<file path="src/hw/rtl/spr_pkg.sv">
package spr_pkg;

  localparam int PACKET_BYTES = 1024;
  localparam int POS_W        = 10;
  localparam int SUM_W        = 18;
  localparam int SUM_WORD_POS = 30;
  localparam int SEQ_WORD_POS = 26;

  localparam logic [POS_W-1:0] LAST_POS    = POS_W'(PACKET_BYTES - 1);
  localparam logic [POS_W-1:0] SUM_END_POS = POS_W'(PACKET_BYTES - 2);
  localparam logic [POS_W-1:0] CKSUM_LO    = POS_W'(SUM_WORD_POS);
  localparam logic [POS_W-1:0] CKSUM_HI    = POS_W'(SUM_WORD_POS + 4);
  localparam logic [POS_W-1:0] SEQNO_LO    = POS_W'(SEQ_WORD_POS);
  localparam logic [POS_W-1:0] SEQNO_HI    = POS_W'(SEQ_WORD_POS + 4);

  // verdict codes
  localparam logic [1:0] VERDICT_NEW = 2'd0;
  localparam logic [1:0] VERDICT_DUP = 2'd1;
  localparam logic [1:0] VERDICT_BAD = 2'd2;

  // sequence classes
  localparam logic [2:0] SEQ_FIRST     = 3'd0;
  localparam logic [2:0] SEQ_NEXT      = 3'd1;
  localparam logic [2:0] SEQ_JUMP      = 3'd2;
  localparam logic [2:0] SEQ_BACK      = 3'd3;
  localparam logic [2:0] SEQ_UNCHECKED = 3'd4;

  // output queue
  localparam int FIFO_DEPTH = 4;
  localparam int FIFO_PTR_W = 2;
  localparam int FIFO_CNT_W = 3;

  typedef struct packed {
    logic [7:0]       out_byte;
    logic [POS_W-1:0] byte_index;
    logic             last_byte;
    logic [1:0]       verdict;
    logic             reply_nak;
    logic [31:0]      sequence_number;
    logic [2:0]       sequence_class;
    logic [15:0]      dropped_bytes;
  } res_t;

  typedef struct packed {
    logic first_vld;
    logic second_vld;
    res_t first;
    res_t second;
  } push_t;

endpackage

</file>
<file path="src/hw/rtl/spr_if.sv">
interface spr_rx_if;
  logic       valid;
  logic       ready;
  logic [7:0] rx_byte;

  modport source (output valid, output rx_byte, input ready);
  modport sink   (input valid, input rx_byte, output ready);
endinterface

interface spr_res_if;
  logic        valid;
  logic        ready;
  logic [7:0]  out_byte;
  logic [9:0]  byte_index;
  logic        last_byte;
  logic [1:0]  verdict;
  logic        reply_nak;
  logic [31:0] sequence_number;
  logic [2:0]  sequence_class;
  logic [15:0] dropped_bytes;

  modport source (output valid, output out_byte, output byte_index, output last_byte,
                  output verdict, output reply_nak, output sequence_number,
                  output sequence_class, output dropped_bytes, input ready);
  modport sink   (input valid, input out_byte, input byte_index, input last_byte,
                  input verdict, input reply_nak, input sequence_number,
                  input sequence_class, input dropped_bytes, output ready);
endinterface

</file>
<file path="src/hw/rtl/spr_framer.sv">
module spr_framer (
  input  logic           clk_i,
  input  logic           rst_ni,
  spr_rx_if.sink         rx,
  input  logic           room_i,
  input  logic           flag_i,
  output spr_pkg::push_t push_o
);

  logic                       stage_vld_q, stage_vld_d;
  logic [7:0]                 byte_q, byte_d;
  logic                       receiving_q, receiving_d;
  logic [7:0]                 held_q, held_d;
  logic                       have_held_q, have_held_d;
  logic [spr_pkg::POS_W-1:0]  pos_q, pos_d;
  logic [spr_pkg::SUM_W-1:0]  sum_q, sum_d;
  logic [31:0]                exp_q, exp_d;
  logic [31:0]                seq_q, seq_d;
  logic [31:0]                prev_q, prev_d;
  logic                       have_prev_q, have_prev_d;
  logic [15:0]                drop_q, drop_d;

  logic accept, advance;
  logic in_sum, in_seq, in_exp, is_last, sum_ok;
  spr_pkg::res_t res;

  function automatic spr_pkg::res_t plain_res(logic [7:0] b,
                                              logic [spr_pkg::POS_W-1:0] pos,
                                              logic [15:0] drop);
    spr_pkg::res_t r;
    r                 = '0;
    r.out_byte        = b;
    r.byte_index      = pos;
    r.dropped_bytes   = drop;
    return r;
  endfunction

  assign accept   = rx.valid && rx.ready;
  assign advance  = stage_vld_q && room_i;
  assign rx.ready = !stage_vld_q || room_i;

  assign in_sum  = (pos_q < spr_pkg::CKSUM_LO) ||
                   (pos_q >= spr_pkg::CKSUM_HI && pos_q < spr_pkg::SUM_END_POS);
  assign in_seq  = (pos_q >= spr_pkg::SEQNO_LO) && (pos_q < spr_pkg::SEQNO_HI);
  assign in_exp  = (pos_q >= spr_pkg::CKSUM_LO) && (pos_q < spr_pkg::CKSUM_HI);
  assign is_last = (pos_q == spr_pkg::LAST_POS);
  assign sum_ok  = ({{(32 - spr_pkg::SUM_W){1'b0}}, sum_q} == exp_q);

  always_comb begin
    stage_vld_d = stage_vld_q;
    byte_d      = byte_q;
    receiving_d = receiving_q;
    held_d      = held_q;
    have_held_d = have_held_q;
    pos_d       = pos_q;
    sum_d       = sum_q;
    exp_d       = exp_q;
    seq_d       = seq_q;
    prev_d      = prev_q;
    have_prev_d = have_prev_q;
    drop_d      = drop_q;
    push_o      = '0;
    res         = plain_res(byte_q, pos_q, drop_q);

    if (advance) begin
      stage_vld_d = 1'b0;
    end
    if (accept) begin
      stage_vld_d = 1'b1;
      byte_d      = rx.rx_byte;
    end

    if (advance) begin
      if (receiving_q) begin
        if (in_sum) sum_d = sum_q + {{(spr_pkg::SUM_W - 8){1'b0}}, byte_q};
        if (in_seq) seq_d = {seq_q[23:0], byte_q};
        if (in_exp) exp_d = {exp_q[23:0], byte_q};
        pos_d = pos_q + 1'b1;
        if (is_last) begin
          res.out_byte        = {7'd0, flag_i};
          res.last_byte       = 1'b1;
          res.sequence_number = seq_q;
          if (!sum_ok) begin
            res.verdict        = spr_pkg::VERDICT_BAD;
            res.reply_nak      = 1'b1;
            res.sequence_class = spr_pkg::SEQ_UNCHECKED;
          end else begin
            if (!have_prev_q) begin
              res.sequence_class = spr_pkg::SEQ_FIRST;
            end else if (seq_q == prev_q + 32'd1 || seq_q == prev_q) begin
              res.sequence_class = spr_pkg::SEQ_NEXT;
            end else if (seq_q < prev_q) begin
              res.sequence_class = spr_pkg::SEQ_BACK;
            end else begin
              res.sequence_class = spr_pkg::SEQ_JUMP;
            end
            if (have_prev_q && seq_q == prev_q) begin
              res.verdict = spr_pkg::VERDICT_DUP;
            end else begin
              res.verdict = spr_pkg::VERDICT_NEW;
              prev_d      = seq_q;
              have_prev_d = 1'b1;
            end
          end
          // back to hunting with a clean slate
          receiving_d = 1'b0;
          have_held_d = 1'b0;
          held_d      = '0;
          pos_d       = '0;
          sum_d       = '0;
          exp_d       = '0;
          seq_d       = '0;
          drop_d      = '0;
        end
        push_o.first_vld = 1'b1;
        push_o.first     = res;
      end else if (have_held_q && byte_q == ~held_q) begin
        // sync pair: both bytes open the packet at index 0 and 1
        receiving_d       = 1'b1;
        have_held_d       = 1'b0;
        push_o.first_vld  = 1'b1;
        push_o.second_vld = 1'b1;
        push_o.first      = plain_res(held_q, '0, drop_q);
        push_o.second     = plain_res(byte_q, spr_pkg::POS_W'(1), drop_q);
        sum_d             = {{(spr_pkg::SUM_W - 8){1'b0}}, held_q} +
                            {{(spr_pkg::SUM_W - 8){1'b0}}, byte_q};
        pos_d             = spr_pkg::POS_W'(2);
      end else begin
        if (have_held_q && drop_q != 16'hFFFF) drop_d = drop_q + 16'd1;
        held_d      = byte_q;
        have_held_d = 1'b1;
      end
    end
  end

  always_ff @(posedge clk_i or negedge rst_ni) begin
    if (!rst_ni) begin
      stage_vld_q <= 1'b0;
      receiving_q <= 1'b0;
      held_q      <= '0;
      have_held_q <= 1'b0;
      pos_q       <= '0;
      sum_q       <= '0;
      exp_q       <= '0;
      seq_q       <= '0;
      prev_q      <= '0;
      have_prev_q <= 1'b0;
      drop_q      <= '0;
    end else begin
      stage_vld_q <= stage_vld_d;
      receiving_q <= receiving_d;
      held_q      <= held_d;
      have_held_q <= have_held_d;
      pos_q       <= pos_d;
      sum_q       <= sum_d;
      exp_q       <= exp_d;
      seq_q       <= seq_d;
      prev_q      <= prev_d;
      have_prev_q <= have_prev_d;
      drop_q      <= drop_d;
    end
  end

  always_ff @(posedge clk_i) begin
    byte_q <= byte_d;
  end

endmodule

</file>
<file path="src/hw/rtl/spr_fifo.sv">
module spr_fifo (
  input  logic           clk_i,
  input  logic           rst_ni,
  input  spr_pkg::push_t push_i,
  output logic           room_o,
  spr_res_if.source      tx
);

  spr_pkg::res_t                  mem_q [spr_pkg::FIFO_DEPTH];
  logic [spr_pkg::FIFO_PTR_W-1:0] wr_q, wr_d, rd_q, rd_d, wr_next;
  logic [spr_pkg::FIFO_CNT_W-1:0] cnt_q, cnt_d;
  logic [spr_pkg::FIFO_CNT_W-1:0] n_push;
  logic                           pop;
  spr_pkg::res_t                  head;

  // room for a two-item burst from a sync pair
  assign room_o  = (cnt_q <= spr_pkg::FIFO_CNT_W'(spr_pkg::FIFO_DEPTH - 2));
  assign pop     = tx.valid && tx.ready;
  assign n_push  = spr_pkg::FIFO_CNT_W'(push_i.first_vld) +
                   spr_pkg::FIFO_CNT_W'(push_i.second_vld);
  assign wr_next = wr_q + 1'b1;
  assign wr_d    = wr_q + n_push[spr_pkg::FIFO_PTR_W-1:0];
  assign rd_d    = pop ? rd_q + 1'b1 : rd_q;
  assign cnt_d   = cnt_q + n_push - spr_pkg::FIFO_CNT_W'(pop);
  assign head    = mem_q[rd_q];

  assign tx.valid           = (cnt_q != '0);
  assign tx.out_byte        = head.out_byte;
  assign tx.byte_index      = head.byte_index;
  assign tx.last_byte       = head.last_byte;
  assign tx.verdict         = head.verdict;
  assign tx.reply_nak       = head.reply_nak;
  assign tx.sequence_number = head.sequence_number;
  assign tx.sequence_class  = head.sequence_class;
  assign tx.dropped_bytes   = head.dropped_bytes;

  always_ff @(posedge clk_i or negedge rst_ni) begin
    if (!rst_ni) begin
      wr_q  <= '0;
      rd_q  <= '0;
      cnt_q <= '0;
    end else begin
      wr_q  <= wr_d;
      rd_q  <= rd_d;
      cnt_q <= cnt_d;
    end
  end

  always_ff @(posedge clk_i) begin
    if (push_i.first_vld) mem_q[wr_q] <= push_i.first;
    if (push_i.second_vld) mem_q[wr_next] <= push_i.second;
  end

endmodule

</file>
<file path="src/hw/rtl/sync_packet_receiver_core.sv">
// sync_packet_receiver_core: serial packet framer
//
// in_i carries one received byte per item (valid/ready). while hunting, the
// block holds the last byte and waits for a byte equal to its complement;
// that pair opens a packet of spr_pkg::PACKET_BYTES bytes. every packet byte
// leaves on out_o with its index; the final byte carries the public-data
// flag and the verdict: checksum check (unsigned sum over the header and
// payload against the big-endian word at byte 30), sequence number class,
// duplicate mark and ACK/NAK. hunting bytes produce no output item.
// cfg_we_i/cfg_wdata_i write the public-data flag; write only while idle.
// timing: an accepted byte is held in the input register, then its
// results are written into a four-entry output queue, which offers them
// on out_o. one byte per cycle is sustained while the queue has room;
// the sync byte yields two items in the same cycle, which the queue absorbs.
// when out_o stalls, the queue fills; once fewer than two queue entries are
// free and the input register holds a byte, in_i drops ready, so nothing
// is lost.
// reset clears framing state, the previous sequence number and the flag;
// no clearing pass is needed, the block takes items right after reset.
module sync_packet_receiver_core (
  input  logic      clk_i,
  input  logic      rst_ni,
  spr_rx_if.sink    in_i,
  spr_res_if.source out_o,
  input  logic      cfg_we_i,
  input  logic      cfg_wdata_i
);

  logic           flag_q;
  logic           room;
  spr_pkg::push_t push;

  // public-data flag register
  always_ff @(posedge clk_i or negedge rst_ni) begin
    if (!rst_ni) begin
      flag_q <= 1'b0;
    end else if (cfg_we_i) begin
      flag_q <= cfg_wdata_i;
    end
  end

  // input register plus framing, checksum and sequence logic
  spr_framer u_framer (
    .clk_i  (clk_i),
    .rst_ni (rst_ni),
    .rx     (in_i),
    .room_i (room),
    .flag_i (flag_q),
    .push_o (push)
  );

  // result queue toward the output channel
  spr_fifo u_fifo (
    .clk_i  (clk_i),
    .rst_ni (rst_ni),
    .push_i (push),
    .room_o (room),
    .tx     (out_o)
  );

endmodule
</file>
<file path="src/flat_wrapper.sv">
// flat-port wrapper written by rule: the top's interface ports become plain ports
module sync_packet_receiver_core_flat 
  (clk_i, rst_ni, cfg_we_i, cfg_wdata_i, in_i_valid, in_i_rx_byte, in_i_ready, out_o_valid, out_o_out_byte, out_o_byte_index, out_o_last_byte, out_o_verdict, out_o_reply_nak, out_o_sequence_number, out_o_sequence_class, out_o_dropped_bytes, out_o_ready);
  spr_rx_if in_i_i ();
  spr_res_if out_o_i ();
  input  logic clk_i;
  input  logic rst_ni;
  input  logic cfg_we_i;
  input  logic cfg_wdata_i;
  input wire logic [$bits(in_i_i.valid)-1:0] in_i_valid;
  input wire logic [$bits(in_i_i.rx_byte)-1:0] in_i_rx_byte;
  output wire logic [$bits(in_i_i.ready)-1:0] in_i_ready;
  output wire logic [$bits(out_o_i.valid)-1:0] out_o_valid;
  output wire logic [$bits(out_o_i.out_byte)-1:0] out_o_out_byte;
  output wire logic [$bits(out_o_i.byte_index)-1:0] out_o_byte_index;
  output wire logic [$bits(out_o_i.last_byte)-1:0] out_o_last_byte;
  output wire logic [$bits(out_o_i.verdict)-1:0] out_o_verdict;
  output wire logic [$bits(out_o_i.reply_nak)-1:0] out_o_reply_nak;
  output wire logic [$bits(out_o_i.sequence_number)-1:0] out_o_sequence_number;
  output wire logic [$bits(out_o_i.sequence_class)-1:0] out_o_sequence_class;
  output wire logic [$bits(out_o_i.dropped_bytes)-1:0] out_o_dropped_bytes;
  input wire logic [$bits(out_o_i.ready)-1:0] out_o_ready;
  assign in_i_i.valid = in_i_valid;
  assign in_i_i.rx_byte = in_i_rx_byte;
  assign in_i_ready = in_i_i.ready;
  assign out_o_valid = out_o_i.valid;
  assign out_o_out_byte = out_o_i.out_byte;
  assign out_o_byte_index = out_o_i.byte_index;
  assign out_o_last_byte = out_o_i.last_byte;
  assign out_o_verdict = out_o_i.verdict;
  assign out_o_reply_nak = out_o_i.reply_nak;
  assign out_o_sequence_number = out_o_i.sequence_number;
  assign out_o_sequence_class = out_o_i.sequence_class;
  assign out_o_dropped_bytes = out_o_i.dropped_bytes;
  assign out_o_i.ready = out_o_ready;
  sync_packet_receiver_core u_core (.clk_i(clk_i), .rst_ni(rst_ni), .in_i(in_i_i), .out_o(out_o_i), .cfg_we_i(cfg_we_i), .cfg_wdata_i(cfg_wdata_i));
endmodule
</file>
<file path="config.mk">
export PLATFORM = sky130hd
export DESIGN_NAME = sync_packet_receiver_core_flat
export DESIGN_NICKNAME = d
export VERILOG_FILES = /design/src/hw/rtl/spr_pkg.sv /design/src/hw/rtl/spr_if.sv /design/src/hw/rtl/spr_framer.sv /design/src/hw/rtl/spr_fifo.sv /design/src/hw/rtl/sync_packet_receiver_core.sv /design/src/flat_wrapper.sv
export SDC_FILE = /design/constraint.sdc
export NUM_CORES = 1
export LEC_CHECK = 0
export BUFFER_PORTS_ARGS = -buffer_cell sky130_fd_sc_hd__buf_2
export CAP_MARGIN = 20
export CORE_UTILIZATION = 30
export CTS_BUF_LIST = sky130_fd_sc_hd__clkbuf_16
export DETAILED_ROUTE_END_ITERATION = 8
export GPL_ROUTABILITY_DRIVEN = 0
export GPL_TIMING_DRIVEN = 1
export SLEW_MARGIN = 20
export SYNTH_ARGS = -nofsm -noshare
export SYNTH_HDL_FRONTEND = slang
export SYNTH_SLANG_ARGS = --single-unit
</file>
<file path="constraint.sdc">
create_clock -name clk_i -period 3.6 [get_ports clk_i]
set_input_delay 0.36 -clock clk_i [delete_from_list [all_inputs] [get_ports clk_i]]
set_output_delay 0.36 -clock clk_i [all_outputs]
set_load 0.05 [all_outputs]
</file>
==> results of run 1 <==
[path summary, 6_finish.rpt]
kind | to | start | slack, ns | cells after the start
worst min-delay path | u_core.u_framer.stage_vld_q | in_i_valid | 0.02 | 2
worst max register to register | u_core.u_fifo.cnt_q[2] | u_core.u_framer.byte_q[5] | 0.43 | 15
min in group asynchronous | u_core.u_framer.prev_q[27] | rst_ni | 0.41 | 2
worst max-delay path | u_core.u_fifo.cnt_q[2] | u_core.u_framer.byte_q[5] | 0.43 | 15
max in group asynchronous | u_core.u_framer.exp_q[26] | rst_ni | 2.14 | 3
worst min register to register | u_core.u_fifo.mem_q[2][16] | u_core.u_fifo.mem_q[2][16] | 0.46 | 2
[sequential cells by signal (all words and copies together) (netlist names)]
| name | cells |
|---|---|
| u_core.u_framer.have_held_q | 1 |
| u_core.u_framer.drop_q | 16 |
| u_core.u_framer.pos_q | 10 |
| u_core.flag_q | 1 |
| u_core.u_fifo.wr_q | 2 |
| u_core.u_framer.byte_q | 8 |
| u_core.u_framer.receiving_q | 1 |
| u_core.u_framer.stage_vld_q | 1 |
| u_core.u_fifo.cnt_q | 3 |
| u_core.u_framer.seq_q | 32 |
| u_core.u_fifo.mem_q | 284 |
| u_core.u_framer.have_prev_q | 1 |
| u_core.u_fifo.rd_q | 2 |
| u_core.u_framer.prev_q | 32 |
| u_core.u_framer.sum_q | 18 |
| u_core.u_framer.held_q | 8 |
| u_core.u_framer.exp_q | 32 |
[metal layers]
layer | track usage | wire [um] | share of wire | vias to the layer above
met5 | 0 | 0 | 0 | -
met2 | 0.266 | 27200 | 0.48 | 439
met3 | 0.0245 | 2970 | 0.052 | 79
met1 | 0.221 | 26000 | 0.45 | 7937
met4 | 0.0414 | 1130 | 0.020 | 0
li1 | - | - | - | 7331
[metrics by stage]
stage / std cells / utilization / area (um^2) / setup slack, ns
2_1_floorplan: 1950 / - / 21100 / 0.315
3_3_place_gp: 2912 / 0.331 / 22900 / 0.495
3_5_place_dp: 2912 / 0.331 / 22900 / 0.460
4_1_cts: 3008 / 0.354 / 24500 / 0.439
5_1_grt: 3008 / 0.354 / 24500 / 0.163
6_report: 3008 / 0.354 / 24500 / 0.429
[cells by family after synthesis]
family / after synthesis / synth area share
muxes: 110 / 0.0961
DFF: 452 / 0.517
and+or+nand+nor: 646 / 0.152
adders and majority gates: 59 / 0.0360
AOI/OAI and AO/OA: 411 / 0.128
xor gates and xnor gates: 94 / 0.0389
buffers and inverters: 178 / 0.0328
[cell usage after synthesis, drive strengths merged, types with 5 or more instances]
master / n
mux2: 34
nand3: 163
or3: 8
mux2i: 5
xor2: 37
and4: 8
ha: 56
nor2: 115
clkbuf: 101
o21ai: 186
and2: 72
mux4: 71
nand2b: 12
nand2: 148
edfxtp: 108
nor3: 27
nand4: 39
inv: 56
a211oi: 5
nor2b: 8
a21oi: 44
a22o: 110
and3: 15
buf: 20
dfxtp: 184
o31ai: 8
or4: 5
a21o: 14
nor4: 18
a31oi: 7
xnor2: 57
dfrtp: 160
[what timing repair did]
item                      CTS  global route
hold endpoints to repair   88             0
resized for setup           0             0
hold buffers               10             0
[critical path, delay by kind of cell, from the launching register on]
family | cells | cell delay, ns
xor+xnor | 2 | 0.28
fa+ha+maj | 5 | 1.45
buf+inv | 4 | 0.22
flops | 1 | 0.40
simple gates | 4 | 0.71
[cell type report]
class / instances / area, um^2 / share of cell area
multi-input combinational: 1320 / 9560 / 0.390
inverter: 57 / 214 / 0.00873
timing repair buffer: 162 / 1110 / 0.0455
clock buffer: 50 / 1250 / 0.0510
tap: 931 / 1160 / 0.0475
sequential: 452 / 10900 / 0.446
clock inverter: 36 / 272 / 0.0111
[where the power goes]
part	switching [uW]	internal [uW]
clock	2080	2740
sequential	421	5430
combinational	2270	1290
total	4770	9450
==> run summary, run 1 <==
register area share after synthesis -> 0.517
CP arrival -> 3.65 ns
Area Growth Syn to Fin -> 15.9%
Synth Instances -> 1950
I/O Pins -> 89
Critical Path Max Stage Delay -> 0.40 ns
Routed WL -> 57300 um
crit start category -> flop
max-slew violations -> 0
initial drt markers -> 1209
Final TNS setup -> 0 ns
Buffers on Ports -> 88
Tcrit/Tclk final -> 0.881
status -> completed
element type at the critical path end -> flop
Syn Nets -> 2023
Layout fillers -> 6851
post-synthesis register bit count -> 452
fmax -> 315 MHz
top cell type's share of synthesized area -> 0.189
Synth cell types -> 71
maxcap violations -> 0
via-per-instance ratio -> 5.25
Routed Antenna Nets -> 0
drt pass-1 iters -> 6
Final nets -> 2112
Slew HR -> 0.400
slowest stage cell, crit path -> edfxtp_1
largest net degree at the start of global routing -> 83
critical path fanouts, max -> 4
Post-CTS Repair Setup Buffers -> 0
most area-consuming cells after synthesis -> dfrtp_1 19%, dfxtp_1 17%, edfxtp_1 15%
async set-reset flop share out of synthesis -> 0.354
Avg Inst Size Synth -> 10.8 um^2
Clk pin slew, worst setup/hold paths -> 0.07 ns
number of flops mapped to enable cells by yosys -> 108
final hold vios -> 0
Ant. Diodes -> 0
commonest non-fill, non-tap cells in the layout -> 184 x o21ai_0, 184 x dfxtp_1, 162 x nand3_1
worst endpoint required time -> 4.08 ns
Tot Pwr -> 14200 uW
Cell Chain, Critical Path -> ha_1 > and4_1 > and2_1 > nand3_1 > and2_1 > inv_1 > ha_1 > inv_1 > ha_1 > inv_1 > ha_1 > inv_1 > fa_1 > xor2_1 > xnor2_1
Min Hold Slack -> 0.0180 ns
clock skew -> 0.0235 ns
htree depth -> 2
area leader, netlist -> dfrtp_1
CTS tree -> done
Slew @ Worst Pin -> 0.900 ns
Hold Path Class -> in -> reg
# DRC -> 0
Core Rows -> 96
GRT overflow -> 0
DR WL/cell -> 19.0 um
Clock Latency Late Sink -> 0.60 ns
ys flop type -> dfxtp_1
vias -> 15.8k
Die Y-Extent -> 268 um
RSZ-0062 raised after global routing -> no
Die ar. -> 71600 um^2
Final Critical Period -> 3.17 ns
Initial Util -> 0.306
clk root buf -> clkbuf_16
CTS Buf Count -> 46
CORE AREA -> 69200 um^2
Mapped Area -> 21100 um^2
CTS sink count -> 452
Leak -> 0.00983 uW
vias in the first global route -> 15.8k
initial antenna violation count -> 0
VDD IR max -> 0.000370 V
Clock Path Buffers -> 3
dpl hpwl -> 39300 um
final setup fails -> 0
P per Cell Area -> 580 nW/um^2
Die W -> 268 um
layout cells sized above 1 -> 0.168
first-pass GRT wire length -> 91400 um
total track usage -> 0.161
Ys Warns -> 0
CP Class -> reg -> reg
No activity file was read; power rests on OpenSTA's default activity.
==> run 2, diff against run 1 <==
CORE_ASPECT_RATIO = 0.6   (was default)
==> run 2 against run 1 <==
Compared with the run above:
- register-to-register slack worse by 0.02 ns
- clock power fell by 8.3%
- die area about the same
- cell area decreased by 0.94%
- fmax decreased by 0.72%
- hold slack better by 0.0073 ns
- global-route usage increased by 0.66 points
- sequential power hardly changed
- count of clock-buffer cells in the layout down 7
- non-clock buffer count fell by 2
- critical path type unchanged
==> run summary, run 2 (synthesis results as in run 1) <==
max-slew violations -> 0
Slew HR -> 0.341
Tcrit/Tclk final -> 0.887
CORE AREA -> 68900 um^2
via-per-instance ratio -> 5.39
Clock Latency Late Sink -> 0.60 ns
worst endpoint required time -> 4.06 ns
fmax -> 313 MHz
final instance area -> 24300 um^2
CP delay by family, top -> adder cells
final setup fails -> 0
Core Rows -> 74
Clk pin slew, worst setup/hold paths -> 0.06 ns
Buf/Inv on CP -> 4
total track usage -> 0.168
commonest non-fill, non-tap cells in the layout -> 184 x o21ai_0, 184 x dfxtp_1, 162 x nand3_1
RSZ-0062 raised after global routing -> no
status -> completed
CTS tree -> done
multi-input logic area -> 9560 um^2
Routed WL -> 60800 um
DP Worst Slack -> 0.428 ns
Critical Path Max Stage Delay -> 0.40 ns
Final nets -> 2107
vias -> 16.1k
initial antenna violation count -> 0
vias in the first global route -> 15.6k
Layout fillers -> 6792
Slew @ Worst Pin -> 0.978 ns
Cell Chain, Critical Path -> ha_1 > and4_1 > and2_1 > nand3_1 > and2_1 > inv_1 > ha_1 > inv_1 > ha_1 > inv_1 > ha_1 > inv_1 > fa_1 > xor2_1 > xnor2_1
maxcap violations -> 0
clk root buf -> clkbuf_16
I/O Pins -> 89
CP arrival -> 3.65 ns
Die ar. -> 71600 um^2
Die Y-Extent -> 208 um
Worst Hold End -> u_core.u_framer.stage_vld_q
layout cells sized above 1 -> 0.166
GRT overflow -> 0
Routed Antenna Nets -> 0
hold wc startpoint -> in_i_valid
Hold Path Class -> in -> reg
P per Cell Area -> 573 nW/um^2
Cell Area, Placed -> 22800 um^2
element type at the critical path end -> flop
worst r2r path cells -> 15
Top reg by flops -> u_core.u_fifo.mem_q
drt pass-1 iters -> 5
hold path depth -> 2
Area Growth Syn to Fin -> 14.8%
Final TNS setup -> 0 ns
htree depth -> 2
crit start category -> flop
Initial Util -> 0.307
Buffers on Ports -> 88
Leak -> 0.00973 uW
final hold vios -> 0
Final Critical Period -> 3.19 ns
FF-to-FF setup slack -> 0.41 ns
VDD IR max -> 0.000346 V
Die W -> 345 um
Clock Path Buffers -> 3
first-pass GRT wire length -> 94300 um
clock skew -> 0.0414 ns
Final WS setup -> 0.406 ns
critical path fanouts, max -> 4
CP Class -> reg -> reg
# DRC -> 0
slowest stage cell, crit path -> edfxtp_1
Ant. Diodes -> 0
Largest register FFs -> 284
Storage cell area -> 10900 um^2
initial drt markers -> 1699
dpl hpwl -> 42600 um
largest net degree at the start of global routing -> 82
RR Startpoint -> u_core.u_framer.byte_q[5]
DR WL/cell -> 20.4 um
CTS sink count -> 452
Reg2Reg Capture Point -> u_core.u_fifo.cnt_q[2]
CTS Buf Count -> 43
[run 2: cell types whose count changed in the layout (fill, tap and decap cells not counted), sizes merged]
cell / previous run / this run
inv: 73 / 70
clkbuf: 50 / 43
dlygate4sd3: 10 / 8
bufinv: 3 / 2
clkinv: 17 / 22
[run 2: power by group]
part	total [uW]	leakage, uW	internal, uW	switching, uW
sequential	5870	0.00466	5430	442
clock	4410	0.000717	2350	2050
combinational	3640	0.00435	1290	2350
total	13900	0.00973	9070	4850
[run 2: worst max path at each step]
stage	startpoint	end	slack [ns]	cells past startpoint
2_1_floorplan	u_core.u_framer.byte_q[5]	u_core.u_fifo.cnt_q[2]	0.32	16
3_3_place_gp	u_core.u_framer.byte_q[5]	u_core.u_fifo.cnt_q[2]	0.42	15
3_5_place_dp	u_core.u_framer.byte_q[5]	u_core.u_fifo.cnt_q[2]	0.43	15
4_1_cts	u_core.u_framer.byte_q[5]	u_core.u_fifo.cnt_q[2]	0.42	15
5_1_grt	u_core.u_framer.prev_q[2]	u_core.u_fifo.mem_q[2][17]	0.14	7
6_report	u_core.u_framer.byte_q[5]	u_core.u_fifo.cnt_q[2]	0.41	15
[run 2: layer usage]
metal,GRT usage,wire (um),up-vias
li1,-,-,7322
met5,0,0,-
met3,0.0424,5810,64
met2,0.232,24800,669
met4,0.0278,716,0
met1,0.262,29500,8004
[run 2: final cells by class]
type | count | share of cell area
flip-flops and latches | 452 | 0.451
well taps | 912 | 0.0470
clock buffers | 43 | 0.0443
clock inverters | 37 | 0.0115
inverters | 57 | 0.00881
multi-input cells | 1320 | 0.394
repair buffers | 160 | 0.0441
[run 2: what timing repair did]
action,CTS,global route
hold endpoints to repair,86,0
gates resized for setup,0,0
setup buffers,0,0
hold buffers,8,0
[run 2: through the flow]
step                      std cells  power (uW)  hold WS (ns)  utilization
after floorplan                1950        8440        0.0644            -
after global placement         2893        9590         0.433        0.332
after detailed placement       2893        9610         0.444        0.332
after CTS                      2981       14000        0.0113        0.352
after global routing           2981       14500        0.0287        0.352
final                          2981       13900        0.0253        0.352
==> run 3, diff against run 2 <==
CORE_MARGIN = 2   (was default)
==> run 3 against run 2 <==
Compared with the run above:
- register-to-register slack worse by 0.04 ns
- largest power group unchanged
- clock power decreased by 4%
- sequential power about the same
- wire length rose by 2.2%
==> run summary, run 3 (synthesis results as in run 1) <==
Storage cell area -> 10900 um^2
worst r2r path cells -> 15
initial antenna violation count -> 2
Placed Cells -> 2905
dpl hpwl -> 43100 um
Final WS setup -> 0.369 ns
Final TNS setup -> 0 ns
top layer in use -> met4
Area Growth Syn to Fin -> 14.4%
Largest register FFs -> 284
Routed Antenna Nets -> 0
CTS resizes -> 0
Critical Path Max Stage Delay -> 0.40 ns
CORE AREA -> 69800 um^2
fmax -> 310 MHz
Buffers on Ports -> 88
RSZ-0062 raised after global routing -> no
Reg2Reg Capture Point -> u_core.u_fifo.cnt_q[2]
Leak -> 0.00969 uW
Post-Layout Cell Count -> 2993
Final nets -> 2107
P per Cell Area -> 571 nW/um^2
initial drt markers -> 1863
Clock Path Buffers -> 3
Final Critical Period -> 3.23 ns
final setup fails -> 0
Met3 Wirelength -> 6200 um
commonest non-fill, non-tap cells in the layout -> 184 x o21ai_0, 184 x dfxtp_1, 162 x nand3_1
GRT overflow -> 0
Tot Pwr -> 13800 uW
VDD IR max -> 0.000401 V
worst endpoint required time -> 4.06 ns
DP Worst Slack -> 0.419 ns
maxcap violations -> 0
via-per-instance ratio -> 5.41
Die ar. -> 72700 um^2
final core occ -> 0.347
clk root buf -> clkbuf_16
CP arrival -> 3.69 ns
slowest stage cell, crit path -> edfxtp_1
status -> completed
Cell Chain, Critical Path -> ha_1 > and4_1 > and2_1 > nand3_1 > and2_1 > inv_1 > ha_1 > inv_1 > ha_1 > inv_1 > ha_1 > inv_1 > fa_1 > xor2_1 > xnor2_1
critical path fanouts, max -> 4
Top reg by flops -> u_core.u_fifo.mem_q
CP Class -> reg -> reg
largest net degree at the start of global routing -> 85
Core Rows -> 75
met2 WL -> 25200 um
Setup crit start -> u_core.u_framer.byte_q[5]
I/O Pins -> 89
Die W -> 347 um
Ant. Diodes -> 0
Post-CTS Repair Setup Buffers -> 0
max-slew violations -> 0
RR Startpoint -> u_core.u_framer.byte_q[5]
hold buffers post-CTS -> 8
hold path depth -> 1
Layout fillers -> 6977
total track usage -> 0.169
met1 WL -> 30000 um
layout cells sized above 1 -> 0.164
Routed WL -> 62200 um
Setup crit end -> u_core.u_fifo.cnt_q[2]
vias -> 16.2k
Slew HR -> 0.378
element type at the critical path end -> flop
Tcrit/Tclk final -> 0.897
CTS tree -> done
vias in the first global route -> 15.9k
Initial Util -> 0.303
drt pass-1 iters -> 6
first-pass GRT wire length -> 96400 um
htree depth -> 2
final hold vios -> 0
Die Y-Extent -> 210 um
DR WL/cell -> 20.8 um
Slew @ Worst Pin -> 0.925 ns
multi-input logic area -> 9560 um^2
clock skew -> 0.0292 ns
Hold Path Class -> in -> reg
Clk pin slew, worst setup/hold paths -> 0.07 ns
CTS sink count -> 452
# DRC -> 0
crit start category -> flop
FF-to-FF setup slack -> 0.37 ns
CTS Buf Count -> 43
Clock Latency Late Sink -> 0.58 ns
==> run 3: per-layer routing <==
layer / global-route usage / vias to the layer above
met5: 0 / -
met4: 0.0279 / 0
met1: 0.263 / 8161
met3: 0.0481 / 57
met2: 0.229 / 651
li1: - / 7313
==> run 3: worst max-delay path, delay by kind of cell, from the launching register on <==
kind,cells,cell delay (ns)
XOR/XNOR,2,0.29
adder cells (fa/ha/maj),5,1.44
buffers and inverters,4,0.23
flip-flops,1,0.40
AND/OR/NAND/NOR,4,0.74
==> run 3: power by group <==
part           switching [uW]  internal, uW
sequential                475          5430
combinational            2380          1280
clock                    2050          2200
total                    4900          8910
==> run 3: worst min-delay path by stage <==
stage | from | to
after floorplan | rst_ni | u_core.flag_q
after global placement | rst_ni | u_core.u_framer.exp_q[30]
after detailed placement | rst_ni | u_core.u_framer.exp_q[21]
after CTS | in_i_rx_byte[3] | u_core.u_framer.byte_q[3]
after global routing | in_i_rx_byte[4] | u_core.u_framer.byte_q[4]
final | in_i_rx_byte[4] | u_core.u_framer.byte_q[4]
==> run 3: layout make-up <==
| class | count | area share |
|---|---|---|
| tap | 924 | 0.0478 |
| sequential | 452 | 0.452 |
| clock buffer | 43 | 0.0445 |
| clock inverter | 37 | 0.00801 |
| multi-input combinational | 1320 | 0.395 |
| timing repair buffer | 160 | 0.0437 |
| inverter | 57 | 0.00884 |
==> run 3: through the flow <==
| step | cell area, um^2 | hold slack [ns] |
|---|---|---|
| floorplan | 21100 | 0.0644 |
| global placement | 22800 | 0.335 |
| detailed placement | 22800 | 0.342 |
| CTS | 24200 | 0.0118 |
| global route | 24200 | 0.0198 |
| finish | 24200 | 0.0462 |
